<file path="src/rtl/fhmd_pkg.sv">
// Types and constants shared by the flag-header message deframer.
`default_nettype none
package fhmd_pkg;

   localparam logic [7:0] UpperNibbleMask = 8'hF0;
   localparam logic [7:0] AllOnesByte     = 8'hFF;
   localparam logic [15:0] MaxMessagesReset = 16'hFFFF;
   localparam logic [15:0] CountLimit       = 16'hFFFF;

   localparam logic KindMessage = 1'b0;
   localparam logic KindSummary = 1'b1;

   typedef struct packed {
      logic [7:0] data_byte;
      logic       end_of_buffer;
   } req_beat_type;

   typedef struct packed {
      logic        kind;
      logic        has_message_flags;
      logic [7:0]  message_flags;
      logic [7:0]  protocol_id;
      logic [15:0] payload_offset;
      logic [15:0] payload_length;
      logic [15:0] message_total;
      logic [15:0] consumed_bytes;
      logic        last;
   } rsp_beat_type;

   typedef struct packed {
      logic         first_valid;
      logic         second_valid;
      rsp_beat_type first_beat;
      rsp_beat_type second_beat;
   } push_type;

endpackage
`default_nettype wire

</file>
<file path="src/rtl/fhmd_parser.sv">
// Input register, per-byte header/payload parser and sticky message state.
`default_nettype none
module fhmd_parser #(
   parameter int unsigned MAX_BUFFER_BYTES = 65535
) (
   input  wire logic                  clock,
   input  wire logic                  reset,
   input  wire logic                  req_valid,
   output logic                       req_ready,
   input  wire fhmd_pkg::req_beat_type req_beat,
   input  wire logic                  csr_write_enable,
   input  wire logic [15:0]           csr_write_data,
   input  wire logic                  room_for_two,
   output fhmd_pkg::push_type         push
);

   localparam logic [15:0] MaxPos = 16'(MAX_BUFFER_BYTES);

   typedef enum logic [2:0] {
      PH_FLAG, PH_MF, PH_SIZE_HI, PH_SIZE_LO, PH_PROTO, PH_PORT, PH_PAYLOAD, PH_STOP
   } phase_type;

   logic                   in_valid_ff, in_valid_in;
   fhmd_pkg::req_beat_type in_beat_ff;
   logic [15:0]            max_messages_ff;

   phase_type   phase_ff, phase_in;
   logic [15:0] position_ff, position_in;
   logic [15:0] message_start_ff, message_start_in;
   logic [3:0]  pending_ff, pending_in;
   logic        seen_mf_ff, seen_mf_in;
   logic [7:0]  held_mf_ff, held_mf_in;
   logic        seen_size_ff, seen_size_in;
   logic [15:0] held_size_ff, held_size_in;
   logic [7:0]  held_proto_ff, held_proto_in;
   logic [15:0] payload_left_ff, payload_left_in;
   logic [15:0] payload_begin_ff, payload_begin_in;
   logic [15:0] count_ff, count_in;

   logic process;
   logic [7:0] b;
   logic [15:0] next_pos;
   phase_type ph;
   logic do_adv;
   logic do_finish;
   logic [3:0] pend_src;
   logic msg_fire;
   fhmd_pkg::rsp_beat_type msg_beat;
   fhmd_pkg::rsp_beat_type sum_beat;

   assign process   = in_valid_ff && room_for_two;
   assign req_ready = !in_valid_ff || process;
   assign in_valid_in = req_valid ? 1'b1 : (in_valid_ff && !process);
   assign b = in_beat_ff.data_byte;
   assign next_pos = position_ff + 16'd1;

   always_comb begin
      phase_in         = phase_ff;
      message_start_in = message_start_ff;
      pending_in       = pending_ff;
      seen_mf_in       = seen_mf_ff;
      held_mf_in       = held_mf_ff;
      seen_size_in     = seen_size_ff;
      held_size_in     = held_size_ff;
      held_proto_in    = held_proto_ff;
      payload_left_in  = payload_left_ff;
      payload_begin_in = payload_begin_ff;
      count_in         = count_ff;
      do_adv    = 1'b0;
      do_finish = 1'b0;
      pend_src  = pending_ff;
      msg_fire  = 1'b0;

      ph = phase_ff;
      if (phase_ff != PH_STOP && position_ff >= MaxPos) begin
         if (phase_ff == PH_FLAG) begin
            message_start_in = position_ff;
         end
         ph = PH_STOP;
      end
      phase_in = ph;

      unique case (ph)
         PH_FLAG: begin
            message_start_in = position_ff;
            if ((b & fhmd_pkg::UpperNibbleMask) != 8'd0 || (!b[1] && !seen_size_ff)) begin
               phase_in = PH_STOP;
            end else begin
               pend_src = b[3:0];
               do_adv   = 1'b1;
            end
         end
         PH_MF: begin
            held_mf_in = b;
            seen_mf_in = 1'b1;
            do_adv     = 1'b1;
         end
         PH_SIZE_HI: begin
            held_size_in = {b, held_size_ff[7:0]};
            phase_in     = PH_SIZE_LO;
         end
         PH_SIZE_LO: begin
            held_size_in = {held_size_ff[15:8], b};
            seen_size_in = 1'b1;
            do_adv       = 1'b1;
         end
         PH_PROTO: begin
            held_proto_in = b;
            do_adv        = 1'b1;
         end
         PH_PORT: begin
            do_adv = 1'b1;
         end
         PH_PAYLOAD: begin
            payload_left_in = (payload_left_ff != 16'd0) ? payload_left_ff - 16'd1 : 16'd0;
            if (payload_left_in == 16'd0) begin
               do_finish = 1'b1;
            end
         end
         PH_STOP: begin
         end
      endcase

      if (do_adv) begin
         pending_in = pend_src;
         priority if (pend_src[0]) begin
            pending_in[0] = 1'b0;
            phase_in      = PH_MF;
         end else if (pend_src[1]) begin
            pending_in[1] = 1'b0;
            phase_in      = PH_SIZE_HI;
         end else if (pend_src[2]) begin
            pending_in[2] = 1'b0;
            phase_in      = PH_PROTO;
         end else if (pend_src[3]) begin
            pending_in[3] = 1'b0;
            phase_in      = PH_PORT;
         end else begin
            payload_begin_in = next_pos;
            payload_left_in  = held_size_in;
            if (held_size_in == 16'd0) begin
               do_finish = 1'b1;
            end else begin
               phase_in = PH_PAYLOAD;
            end
         end
      end

      if (do_finish) begin
         msg_fire = count_ff < max_messages_ff;
         if (count_ff < fhmd_pkg::CountLimit) begin
            count_in = count_ff + 16'd1;
         end
         phase_in         = PH_FLAG;
         message_start_in = next_pos;
      end

      position_in = (position_ff < MaxPos) ? next_pos : position_ff;

      msg_beat = '0;
      msg_beat.kind              = fhmd_pkg::KindMessage;
      msg_beat.has_message_flags = seen_mf_in;
      msg_beat.message_flags     = held_mf_in;
      msg_beat.protocol_id       = held_proto_in;
      msg_beat.payload_offset    = payload_begin_in;
      msg_beat.payload_length    = held_size_in;
      msg_beat.last              = !in_beat_ff.end_of_buffer;

      sum_beat = '0;
      sum_beat.kind           = fhmd_pkg::KindSummary;
      sum_beat.message_total  = count_in;
      sum_beat.consumed_bytes = message_start_in;
      sum_beat.last           = 1'b1;

      push = '0;
      if (process) begin
         if (msg_fire) begin
            push.first_valid  = 1'b1;
            push.first_beat   = msg_beat;
            push.second_valid = in_beat_ff.end_of_buffer;
            push.second_beat  = sum_beat;
         end else if (in_beat_ff.end_of_buffer) begin
            push.first_valid = 1'b1;
            push.first_beat  = sum_beat;
         end
      end

      if (in_beat_ff.end_of_buffer) begin
         phase_in         = PH_FLAG;
         position_in      = 16'd0;
         message_start_in = 16'd0;
         pending_in       = 4'd0;
         seen_mf_in       = 1'b0;
         held_mf_in       = 8'd0;
         seen_size_in     = 1'b0;
         held_size_in     = 16'd0;
         held_proto_in    = 8'd0;
         payload_left_in  = 16'd0;
         payload_begin_in = 16'd0;
         count_in         = 16'd0;
      end
   end

   always_ff @(posedge clock) begin
      if (req_ready) begin
         in_beat_ff <= req_beat;
      end
      if (reset) begin
         in_valid_ff      <= 1'b0;
         max_messages_ff  <= fhmd_pkg::MaxMessagesReset;
         phase_ff         <= PH_FLAG;
         position_ff      <= 16'd0;
         message_start_ff <= 16'd0;
         pending_ff       <= 4'd0;
         seen_mf_ff       <= 1'b0;
         held_mf_ff       <= 8'd0;
         seen_size_ff     <= 1'b0;
         held_size_ff     <= 16'd0;
         held_proto_ff    <= 8'd0;
         payload_left_ff  <= 16'd0;
         payload_begin_ff <= 16'd0;
         count_ff         <= 16'd0;
      end else begin
         if (req_ready) begin
            in_valid_ff <= in_valid_in;
         end
         if (csr_write_enable) begin
            max_messages_ff <= csr_write_data;
         end
         if (process) begin
            phase_ff         <= phase_in;
            position_ff      <= position_in;
            message_start_ff <= message_start_in;
            pending_ff       <= pending_in;
            seen_mf_ff       <= seen_mf_in;
            held_mf_ff       <= held_mf_in;
            seen_size_ff     <= seen_size_in;
            held_size_ff     <= held_size_in;
            held_proto_ff    <= held_proto_in;
            payload_left_ff  <= payload_left_in;
            payload_begin_ff <= payload_begin_in;
            count_ff         <= count_in;
         end
      end
   end

endmodule
`default_nettype wire

</file>
<file path="src/rtl/fhmd_rsp_queue.sv">
// Four-entry result queue that takes up to two beats per cycle.
`default_nettype none
module fhmd_rsp_queue (
   input  wire logic               clock,
   input  wire logic               reset,
   input  wire fhmd_pkg::push_type push,
   output logic                    room_for_two,
   output logic                    rsp_valid,
   input  wire logic               rsp_ready,
   output fhmd_pkg::rsp_beat_type  rsp_beat
);

   fhmd_pkg::rsp_beat_type entry_ff [4];
   logic [1:0] wr_ptr_ff, wr_ptr_in;
   logic [1:0] rd_ptr_ff, rd_ptr_in;
   logic [2:0] count_ff, count_in;
   logic       pop;
   logic [1:0] push_count;

   assign rsp_valid    = count_ff != 3'd0;
   assign rsp_beat     = entry_ff[rd_ptr_ff];
   assign room_for_two = count_ff <= 3'd2;
   assign pop          = rsp_valid && rsp_ready;
   assign push_count   = {1'b0, push.first_valid} + {1'b0, push.second_valid};
   assign wr_ptr_in    = wr_ptr_ff + push_count;
   assign rd_ptr_in    = rd_ptr_ff + {1'b0, pop};
   assign count_in     = count_ff + {1'b0, push_count} - {2'b00, pop};

   always_ff @(posedge clock) begin
      if (push.first_valid) begin
         entry_ff[wr_ptr_ff] <= push.first_beat;
      end
      if (push.second_valid) begin
         entry_ff[wr_ptr_ff + 2'd1] <= push.second_beat;
      end
      if (reset) begin
         wr_ptr_ff <= 2'd0;
         rd_ptr_ff <= 2'd0;
         count_ff  <= 3'd0;
      end else begin
         wr_ptr_ff <= wr_ptr_in;
         rd_ptr_ff <= rd_ptr_in;
         count_ff  <= count_in;
      end
   end

endmodule
`default_nettype wire

</file>
<file path="src/rtl/flag_header_message_deframer_top.sv">
// Top level of the flag-header message deframer.
// Takes one buffer byte per cycle and tiles the buffer into flag-header messages; a
// message result is emitted when its payload (or, if empty, its header) completes, for
// at most max_messages per buffer, and the final byte of a buffer adds a summary
// beat. Each accepted byte is held in the input register and passes through the parser
// into a four-entry result queue, so the sustained rate is one byte per cycle; a byte
// yielding a message and a summary takes two result beats, and the input stalls only
// while the queue holds more than two beats. The user must write max_messages
// on csr_write_enable/csr_write_data only while the block is idle; the block does not enforce it.
`default_nettype none
module flag_header_message_deframer_top #(
   parameter int unsigned MAX_BUFFER_BYTES = 65535
) (
   input  wire logic                   clock,
   input  wire logic                   reset,
   input  wire logic                   req_valid,
   output logic                        req_ready,
   input  wire fhmd_pkg::req_beat_type req_beat,
   output logic                        rsp_valid,
   input  wire logic                   rsp_ready,
   output fhmd_pkg::rsp_beat_type      rsp_beat,
   input  wire logic                   csr_write_enable,
   input  wire logic [15:0]            csr_write_data
);

   fhmd_pkg::push_type push;
   logic               room_for_two;

   fhmd_parser #(
      .MAX_BUFFER_BYTES(MAX_BUFFER_BYTES)
   ) u_parser (
      .clock            (clock),
      .reset            (reset),
      .req_valid        (req_valid),
      .req_ready        (req_ready),
      .req_beat         (req_beat),
      .csr_write_enable (csr_write_enable),
      .csr_write_data   (csr_write_data),
      .room_for_two     (room_for_two),
      .push             (push)
   );

   fhmd_rsp_queue u_rsp_queue (
      .clock        (clock),
      .reset        (reset),
      .push         (push),
      .room_for_two (room_for_two),
      .rsp_valid    (rsp_valid),
      .rsp_ready    (rsp_ready),
      .rsp_beat     (rsp_beat)
   );

endmodule
`default_nettype wire
</file>
<file path="config.mk">
export PLATFORM = sky130hd
export DESIGN_NAME = flag_header_message_deframer_top
export DESIGN_NICKNAME = d
export VERILOG_FILES = /design/src/rtl/fhmd_pkg.sv /design/src/rtl/fhmd_parser.sv /design/src/rtl/fhmd_rsp_queue.sv /design/src/rtl/flag_header_message_deframer_top.sv
export SDC_FILE = /design/constraint.sdc
export NUM_CORES = 1
export LEC_CHECK = 0
export BUFFER_PORTS_ARGS = -buffer_cell sky130_fd_sc_hd__buf_4
export CORE_MARGIN = 2
export CORE_UTILIZATION = 65
export CTS_CLUSTER_DIAMETER = 150
export DETAILED_ROUTE_END_ITERATION = 8
export PLACE_DENSITY_LB_ADDON = 0.12
export SETUP_SLACK_MARGIN = 0.2
export SYNTH_ARGS = -nofsm -noshare
export SYNTH_HDL_FRONTEND = slang
export SYNTH_SLANG_ARGS = --single-unit
</file>
<file path="constraint.sdc">
create_clock -name clock -period 12.2 [get_ports clock]
set_input_delay 2.44 -clock clock [delete_from_list [all_inputs] [get_ports clock]]
set_output_delay 2.44 -clock clock [all_outputs]
set_load 0.005 [all_outputs]
</file>
=== After elaboration in Yosys (flattened, before gate mapping) ===
Memories as Yosys holds them, arrays and structs flattened. A register that Yosys moved wholly into a read port is not among the register bits.
Index checks and enable logic that the tools add are counted.

* Bits in registers: 154
* Bits in writable memories: 332
* Output and inout port bits: 85
* Logic and storage cells: 143
* Memories: 1

* Add/subtract/negate cells: 9
* $lt $le $gt $ge: 5
* Equal/unequal tests: 7
* Multiplexer cells: 76
* Reduce and logical (&&, ||, !) cells: 26

{| class="wikitable"
|+ Memories
! name !! depth !! width !! rd ports !! clocked after Yosys merged registers in !! wr ports !! RTL line !! source
|-
| u_rsp_queue.entry_ff || 4 || 83 || 1 || 1 || 2 || fhmd_rsp_queue.sv:13 || <nowiki>fhmd_pkg::rsp_beat_type entry_ff [4];</nowiki>
|}

{| class="wikitable"
|+ Operators by type and width
! cell !! count
|-
| 16-bit 2-to-1 mux || 25
|-
| 83-bit 2-to-1 mux || 3
|-
| 168-bit 2-to-1 mux || 1
|-
| 3-bit 2-to-1 mux || 11
|-
| 16-bit by 1-bit adder with 16-bit output, second input constant || 2
|-
| 16-bit zero test || 2
|-
| 16-bit < comparator, second input constant || 2
|-
| 8-bit 2-to-1 mux || 4
|-
| 16-bit case mux with 2 select lines || 1
|-
| 1-bit 2-to-1 mux || 23
|-
| 16-bit greater-or-equal comparator, second input constant || 1
|-
| 16-bit < comparator || 1
|-
| 4-bit 2-to-1 mux || 4
|-
| 16-bit nonzero test || 1
|-
| 16-bit by 1-bit subtractor with 16-bit output, second input constant || 1
|-
| 3-bit equality test, second input constant || 3
|-
| 8-bit nonzero test || 1
|-
| 3-bit by 2-bit equality test with 1-bit output, second input constant || 2
|-
| 3-bit zero test || 2
|-
| 3-bit case mux with 2 select lines || 1
|-
| 2-bit AND reduction || 3
|-
| 2-bit nonzero test || 3
|-
| 1-bit logical AND || 5
|-
| 1-bit zero test || 5
|-
| 14 further kinds || 16
|}

=== Logic depth before layout (Yosys ltp) ===
Gate-level depths: netlist of the first run.

* Word-level depth: 19
* Mapped depth: 21

=== Hierarchy ===
Synthesis of the first run repeated with hierarchy kept, for this count alone.

* Cells, all modules: 2134
* Area total of the unflattened synthesis: 25998.7 µm²

{| class="wikitable"
|+ By module, submodules not included
! module !! times used !! cells an instance !! area each (µm²) !! sequential area each (µm²)
|-
| fhmd_rsp_queue || 1 || 848 || 16387.0 || 10109.7
|-
| fhmd_parser || 1 || 1286 || 9611.7 || 3012.9
|}

=== Worst setup path after synthesis of the first run ===
OpenSTA, ideal clock, no wires.

* Kind: reg-to-reg
* Start point: register u_parser.payload_left_ff[0]
* End point: memory u_rsp_queue.entry_ff[3][0] in the netlist's numbering (enable)
* Setup time: 389 ps
* Arrival: 3987 ps
* Required time: 11811 ps
* Slack: 7825 ps
* Stages on the path, launching flop included: 20
* Path buffers: 4
* Period minus slack after synthesis: 4375 ps
* Cell sequence: dfxtp_1 > clkbuf_1 > inv_1 > ha_1 > clkbuf_1 > nor2b_1 > and4_1 > and2_1 > clkbuf_1 > nor2_1 > o22ai_1 > and3_1 > inv_1 > ha_1 > nor2_1 > nand2_1 > o21ai_0 > nand2_1 > clkbuf_1 > inv_1

{| class="wikitable"
|+ RTL lines
! element !! RTL line !! source
|-
| start: declaration || fhmd_parser.sv:36 || <nowiki>logic [15:0] payload_left_ff, payload_left_in;</nowiki>
|-
| start signal: assignment || fhmd_parser.sv:240 || <nowiki>payload_left_ff <= payload_left_in;</nowiki>
|-
| end: declaration || fhmd_rsp_queue.sv:13 ||
|}

==> results.md, run 1 <==
* Transition time of the tightest slew-check pin at 1.262 ns
* Clock power share at 39.5%
* Fin. Hold Viols at 0
* Post-route setup TNS at 0 ns
* Fmax at 0.1772 GHz
* Sw Pwr at 1078 uW
* Layout net count at 2236
* Maximum level of the CTS H-tree at 2
* Static leakage at 0.008574 uW
* CTS tree: done
* Post-Layout Cell Count at 2660
* Most used DFF post-synth: dfxtp_1
* Crit path kind: reg -> out
* Worst VDD drop at 0.1222 mV
* Worst path required time at 9.76 ns
* Slew HR at 15.29%
* Most frequent CP cell: buf_4
* WL/cell at 20.99 um
* Final period util at 46.25%
* Fill cells at 2264
* Clock Path Buffers at 3
* Multi-input logic area at 9320 um2
* Skew final at 0.01789 ns
* Post-CTS Setup Repair Bufs at 0
* Max Cap Viol at 0
* Buffers & Inverters on Critical Path at 2
* Post-layout min period at 5.642 ns
* Final Routed Wirelength at 55820 um
* Die Span X at 184.3 um
* Clock Pin Slew Worst Setup and Hold Paths at 0.06 ns
* First-pass GRT wire length at 88510 um
* CP max FO at 46
* Detailed Route Iter0 Violations at 1617
* Synth cell types at 71
* CP startpoint kind: register
* Critical Path, Cell by Cell: buf_4 > mux4_2 > buf_4
* Switching share of total power at 26.94%
* Max Slew Vio Count at 0
* I/O Buffers at 114
* Root buffer cell: clkbuf_16
* DR vias at 16860
* Fraction of registers with async set/reset at 0%
* Die Y at 184.3 um
* GRT Util Overall at 33.19%
* CTS Hold Bufs at 0
* Post-CTS sizing at 0
* Vias in the first global route at 16570
* Diodes inserted at 0
* Row count at 66
* Post-Syn Nets at 2190
* Unrepaired setup endpoints after global routing: no
* Vias/cell at 6.340
* CP max-delay cell: buf_4
* Starting Density at 65.42%
* Mean post-synth cell area at 9.907 um2
* DP HPWL at 34860 um
* ANT nets after route at 0
* Share of cells above drive strength 1 at 14.61%
* Full die area at 33950 um2
* Overflow after GRT at 0
* Seq cells post-synth at 485
* Post-synthesis sequential area ratio at 52.84%
* Worst-skew pair later-pin latency at 0.56 ns
* Worst path top cell family by delay: buffers and inverters
* Residual DRC at 0
* Worst hold path class: reg -> reg
* Top-Level Pins at 115
* Initial antenna violation count at 0
* Synthesized instance count at 2132
* Register Area at 11170 um2
* Status: completed
* Area grow syn2layout at 13.46%
* Max incr delay on CP at 0.90 ns
* CTS sink count at 485
* Synth warnings at 0
* Internal at 2924 uW
* WP data arrival at 3.20 ns
* Drt first pass iters at 5
* PD cells at 167.0 nW/um2
* Post-Syn Area at 21120 um2
* Placed instance count at 2569
* Crit path capture type: output port
* Gate power share at 16.1%
* Placer Congestion at 0.9068
* Seq pwr share at 44.3%
* Largest net degree at the start of global routing at 95
* Post-synth EDFFs at 145
* Total CTS buffers at 49
* Endpoints failing setup at 0
* Core ar. at 32290 um2
-- sequential cells by signal, indices dropped and copies added, names as in the netlist, 8 cells and up --
signal / count
u_rsp_queue.entry_ff: 332
u_parser.count_ff: 16
u_parser.held_size_ff: 16
u_parser.max_messages_ff: 16
u_parser.message_start_ff: 16
u_parser.payload_begin_ff: 16
u_parser.payload_left_ff: 16
u_parser.position_ff: 16
u_parser.b: 8
u_parser.held_mf_ff: 8
u_parser.held_proto_ff: 8
-- power by group through the flow --
stage	registers, uW	clock network (uW)	logic [uW]
after global placement	1810	0	628
final	1770	1580	645
after detailed placement	1810	0	636
after CTS	1780	1590	641
after floorplan	1750	0	464
after global routing	1780	1660	695
-- cell usage after synthesis (all sizes together), types with 6 or more instances --
library cell / number / area (um2)
buf: 23 / 95.09
a21oi: 74 / 370.4
nor2: 288 / 1081
edfxtp: 145 / 4354
ha: 27 / 337.8
xor2: 14 / 122.6
a211oi: 8 / 60.06
and3: 12 / 75.07
and2: 7 / 43.79
a21o: 10 / 75.07
nand2b: 7 / 43.79
clkbuf: 124 / 465.5
nor4: 14 / 108.9
nor2b: 11 / 68.82
and4: 7 / 61.31
nor3: 26 / 135.1
a31oi: 8 / 50.05
nand3: 38 / 190.2
nand4: 21 / 131.4
o21ai: 252 / 1261
mux4: 83 / 1869
inv: 36 / 135.1
a22oi: 43 / 322.8
o211ai: 19 / 142.6
or3: 19 / 118.9
mux2i: 62 / 620.6
nand2: 330 / 1239
xnor2: 15 / 131.4
dfxtp: 340 / 6807
a221oi: 6 / 52.55
-- worst reg2reg max path: cells and delay by family, from the launching register on --
kind            cells  cell delay [ns]
compound gates      2             0.46
fa+ha+maj           1             0.19
buf+inv             1             0.09
flops               1             0.42
mux                 1             0.37
simple gates        8             3.39
-- metrics by stage --
stage	hold WS [ns]	worst slack, ns	power [uW]	instance area (um2)	util (%)
2_1_floorplan	0.4198	7.825	2214	21120	-
3_3_place_gp	0.4281	7.072	2436	22250	68.91
3_5_place_dp	0.4380	7.051	2446	22250	68.91
4_1_cts	0.4522	6.461	4006	23970	74.22
5_1_grt	0.4735	6.281	4135	23970	74.22
6_report	0.4508	6.558	4002	23970	74.22
-- layout make-up --
class | instances | area share, %
clock inverter | 27 | 1.331
timing repair buffer | 142 | 4.448
multi-input combinational | 1462 | 38.89
inverter | 38 | 0.5952
clock buffer | 64 | 5.826
sequential | 485 | 46.60
tap | 442 | 2.308
-- worst paths after layout --
kind / slack (ns) / cells past startpoint / start / end
worst max-delay path: 6.56 / 3 / u_rsp_queue.rd_ptr_ff[0] / rsp_beat[50]
worst min-delay path: 0.45 / 2 / u_rsp_queue.entry_ff[1][60] / u_rsp_queue.entry_ff[1][60]
worst max register to register: 6.99 / 13 / u_parser.phase_ff[0] / u_rsp_queue.entry_ff[2][18]
worst min register to register: 0.45 / 2 / u_rsp_queue.entry_ff[1][60] / u_rsp_queue.entry_ff[1][60]
-- per-layer routing --
metal	vias to the layer above	part of all wire, %	global-route usage, %
li1	7716	-	-
met1	8283	40	43.25
met2	747	50	56.75
met3	118	7.5	4.880
met4	0	3.1	11.84
met5	-	0	0
-- placed cells by master (no fill, tap or decap), types with 38 or more instances in the layout --
master,Yosys,routed
a21oi_1,74,73
nor2_1,288,285
nand3_1,38,38
a22oi_1,43,43
nand2_1,330,328
clkbuf_16,0,52
dfxtp_1,340,338
buf_4,0,142
edfxtp_1,145,145
mux2i_1,62,62
mux4_2,83,83
o21ai_0,248,248
-- cell families (layout without fill, tap and decap cells) --
family,count (synthesis),after routing,synth area share (%)
buffers and inverters,185,271,3.329
AND/OR/NAND/NOR,796,796,16.23
multiplexers,146,146,11.84
adder cells (fa/ha/maj),28,28,1.694
flip-flops,485,485,52.84
XOR/XNOR,29,29,1.203
AO/OA/AOI/OAI,463,463,12.86
(Power assumes the default switching activity.)
==> run 2, diff against run 1 <==
- CORE_UTILIZATION: 65 -> 55
- clock period: 12.2 -> 5 ns (I/O delays scaled with it)
==> results.md, run 2 (synthesis results as in run 1) <==
* Status: completed
* Worst VDD drop at 0.2921 mV
* Multi-input logic area at 9318 um2
* Finished Core Util at 64.01%
* WP data arrival at 4.97 ns
* WL/cell at 20.55 um
* RR Startpoint: u_parser.position_ff[0]
* Skew final at 0.02708 ns
* Fill cells at 3098
* Post-CTS sizing at 0
* Most frequent cells in the layout: 338 x dfxtp_1, 328 x nand2_1, 284 x nor2_1
* Worst path required time at 5.43 ns
* Fmax at 0.2202 GHz
* CP max-delay cell: a311oi_1
* PD cells at 404.3 nW/um2
* CTS tree: done
* Die Y at 200.0 um
* WL met1 at 24450 um
* Share of cells above drive strength 1 at 15.23%
* Overflow after GRT at 0
* Most frequent CP cell: ha_1
* Highest metal used: met4
* Met3 wire length at 3576 um
* Total CTS buffers at 50
* Crit path kind: reg -> reg
* Crit path capture type: register
* Clock Pin Slew Worst Setup and Hold Paths at 0.06 ns
* Worst hold margin at 0.4478 ns
* CP max FO at 9
* Worst-skew pair later-pin latency at 0.59 ns
* Slew HR at 20.92%
* Register Area at 11170 um2
* Detailed Route Iter0 Violations at 1404
* Worst R2R Path Depth at 15
* Diodes inserted at 0
* Reg with most FFs: u_rsp_queue.entry_ff
* Residual DRC at 0
* CP startpoint kind: register
* Clock Path Buffers at 3
* Static leakage at 0.008646 uW
* Fin. Hold Viols at 0
* Placed inst area at 22450 um2
* Maximum level of the CTS H-tree at 2
* Vias/cell at 5.984
* Max incr delay on CP at 0.51 ns
* Area grow syn2layout at 14.42%
* Core ar. at 37760 um2
* CP Launch Point: u_parser.position_ff[0]
* Die Span X at 200.0 um
* ANT nets after route at 0
* Full die area at 39990 um2
* Met2 wire length at 27180 um
* Post-CTS Setup Repair Bufs at 0
* CTS Hold Bufs at 0
* Worst Setup EP: u_rsp_queue.count_ff[2]
* Root buffer cell: clkbuf_16
* Drt first pass iters at 6
* Post-route setup TNS at 0 ns
* Max Slew Vio Count at 0
* Leading cell type in the layout, fill and taps excluded: dfxtp_1
* Final period util at 90.83%
* Transition time of the tightest slew-check pin at 1.178 ns
* Final Routed Wirelength at 56390 um
* Post-Layout Cell Count at 2744
* Initial antenna violation count at 0
* Max Cap Viol at 0
* Post-layout min period at 4.541 ns
* Largest register FFs at 332
* Layout net count at 2250
* Worst R2R End: u_rsp_queue.count_ff[2]
* Endpoints failing setup at 0
* Worst hold path class: reg -> reg
* Design Area, Final at 24170 um2
* DP HPWL at 34560 um
* Critical Path, Cell by Cell: ha_1 > and4_1 > nand4_1 > a311oi_1 > a41oi_1 > o22ai_1 > and3_1 > inv_1 > ha_1 > nor2_2 > ha_1 > ha_1 > fa_1 > xnor2_1 > nor2_1
* Placed instance count at 2651
* CTS sink count at 485
* Vias in the first global route at 15730
* Placer Congestion at 0.8968
* Largest net degree at the start of global routing at 80
* First-pass GRT wire length at 87910 um
* GRT Util Overall at 28.59%
* Worst hold path depth at 2
* DR vias at 16420
* Slack of the worst reg-to-reg path at 0.46 ns
* Starting Density at 55.94%
* Top-Level Pins at 115
* Unrepaired setup endpoints after global routing: yes
* Row count at 71
* I/O Buffers at 114
## run 2: cell count changes in the layout (fill, tap and decap cells not counted), sizes merged
cell      before  now
clkinv        16   15
buf          142  155
bufinv         7    3
clkinvlp       5    1
inv           37   36
clkbuf        64   76
## run 2: worst min-delay path by stage
stage	startpoint	end
2_1_floorplan	u_rsp_queue.entry_ff[2][33]	u_rsp_queue.entry_ff[2][33]
3_3_place_gp	u_rsp_queue.entry_ff[2][54]	u_rsp_queue.entry_ff[2][54]
3_5_place_dp	u_rsp_queue.entry_ff[2][75]	u_rsp_queue.entry_ff[2][75]
4_1_cts	u_rsp_queue.entry_ff[2][75]	u_rsp_queue.entry_ff[2][75]
5_1_grt	u_rsp_queue.entry_ff[2][72]	u_rsp_queue.entry_ff[2][72]
6_report	u_rsp_queue.entry_ff[2][58]	u_rsp_queue.entry_ff[2][58]
## run 2: through the flow
stage,total power (uW),worst slack (ns)
2_1_floorplan,5407,0.6246
3_3_place_gp,6009,0.6405
3_5_place_dp,6034,0.4349
4_1_cts,9827,0.4037
5_1_grt,10120,0.1622
6_report,9771,0.4586
## run 2: power by group
group | total (uW) | switching [uW] | internal [uW]
clock | 3820 | 1530 | 2290
combinational | 1690 | 999 | 686
sequential | 4270 | 116 | 4150
## run 2: area by class of cell
type | instances | share of cell area (%)
Clock buffer | 76 | 6.410
Sequential cell | 485 | 46.21
Multi-Input combinational cell | 1462 | 38.56
Timing Repair Buffer | 155 | 4.934
Tap cell | 511 | 2.646
Inverter | 38 | 0.5902
Clock inverter | 17 | 0.6523
## run 2: metal layers
metal | vias to the layer above | GRT usage (%)
met5 | - | 0
met4 | 0 | 8.587
met3 | 83 | 4.536
li1 | 7751 | -
met2 | 503 | 46.99
met1 | 8082 | 39.28
## run 2: critical path: cells and delay by family (launching register included)
kind                     cells  cell delay, ns
flip-flops                   1            0.46
XOR/XNOR                     1            0.18
buffers and inverters        1            0.07
adder cells (fa/ha/maj)      5            1.46
AO/OA/AOI/OAI                3            1.05
AND/OR/NAND/NOR              5            1.18
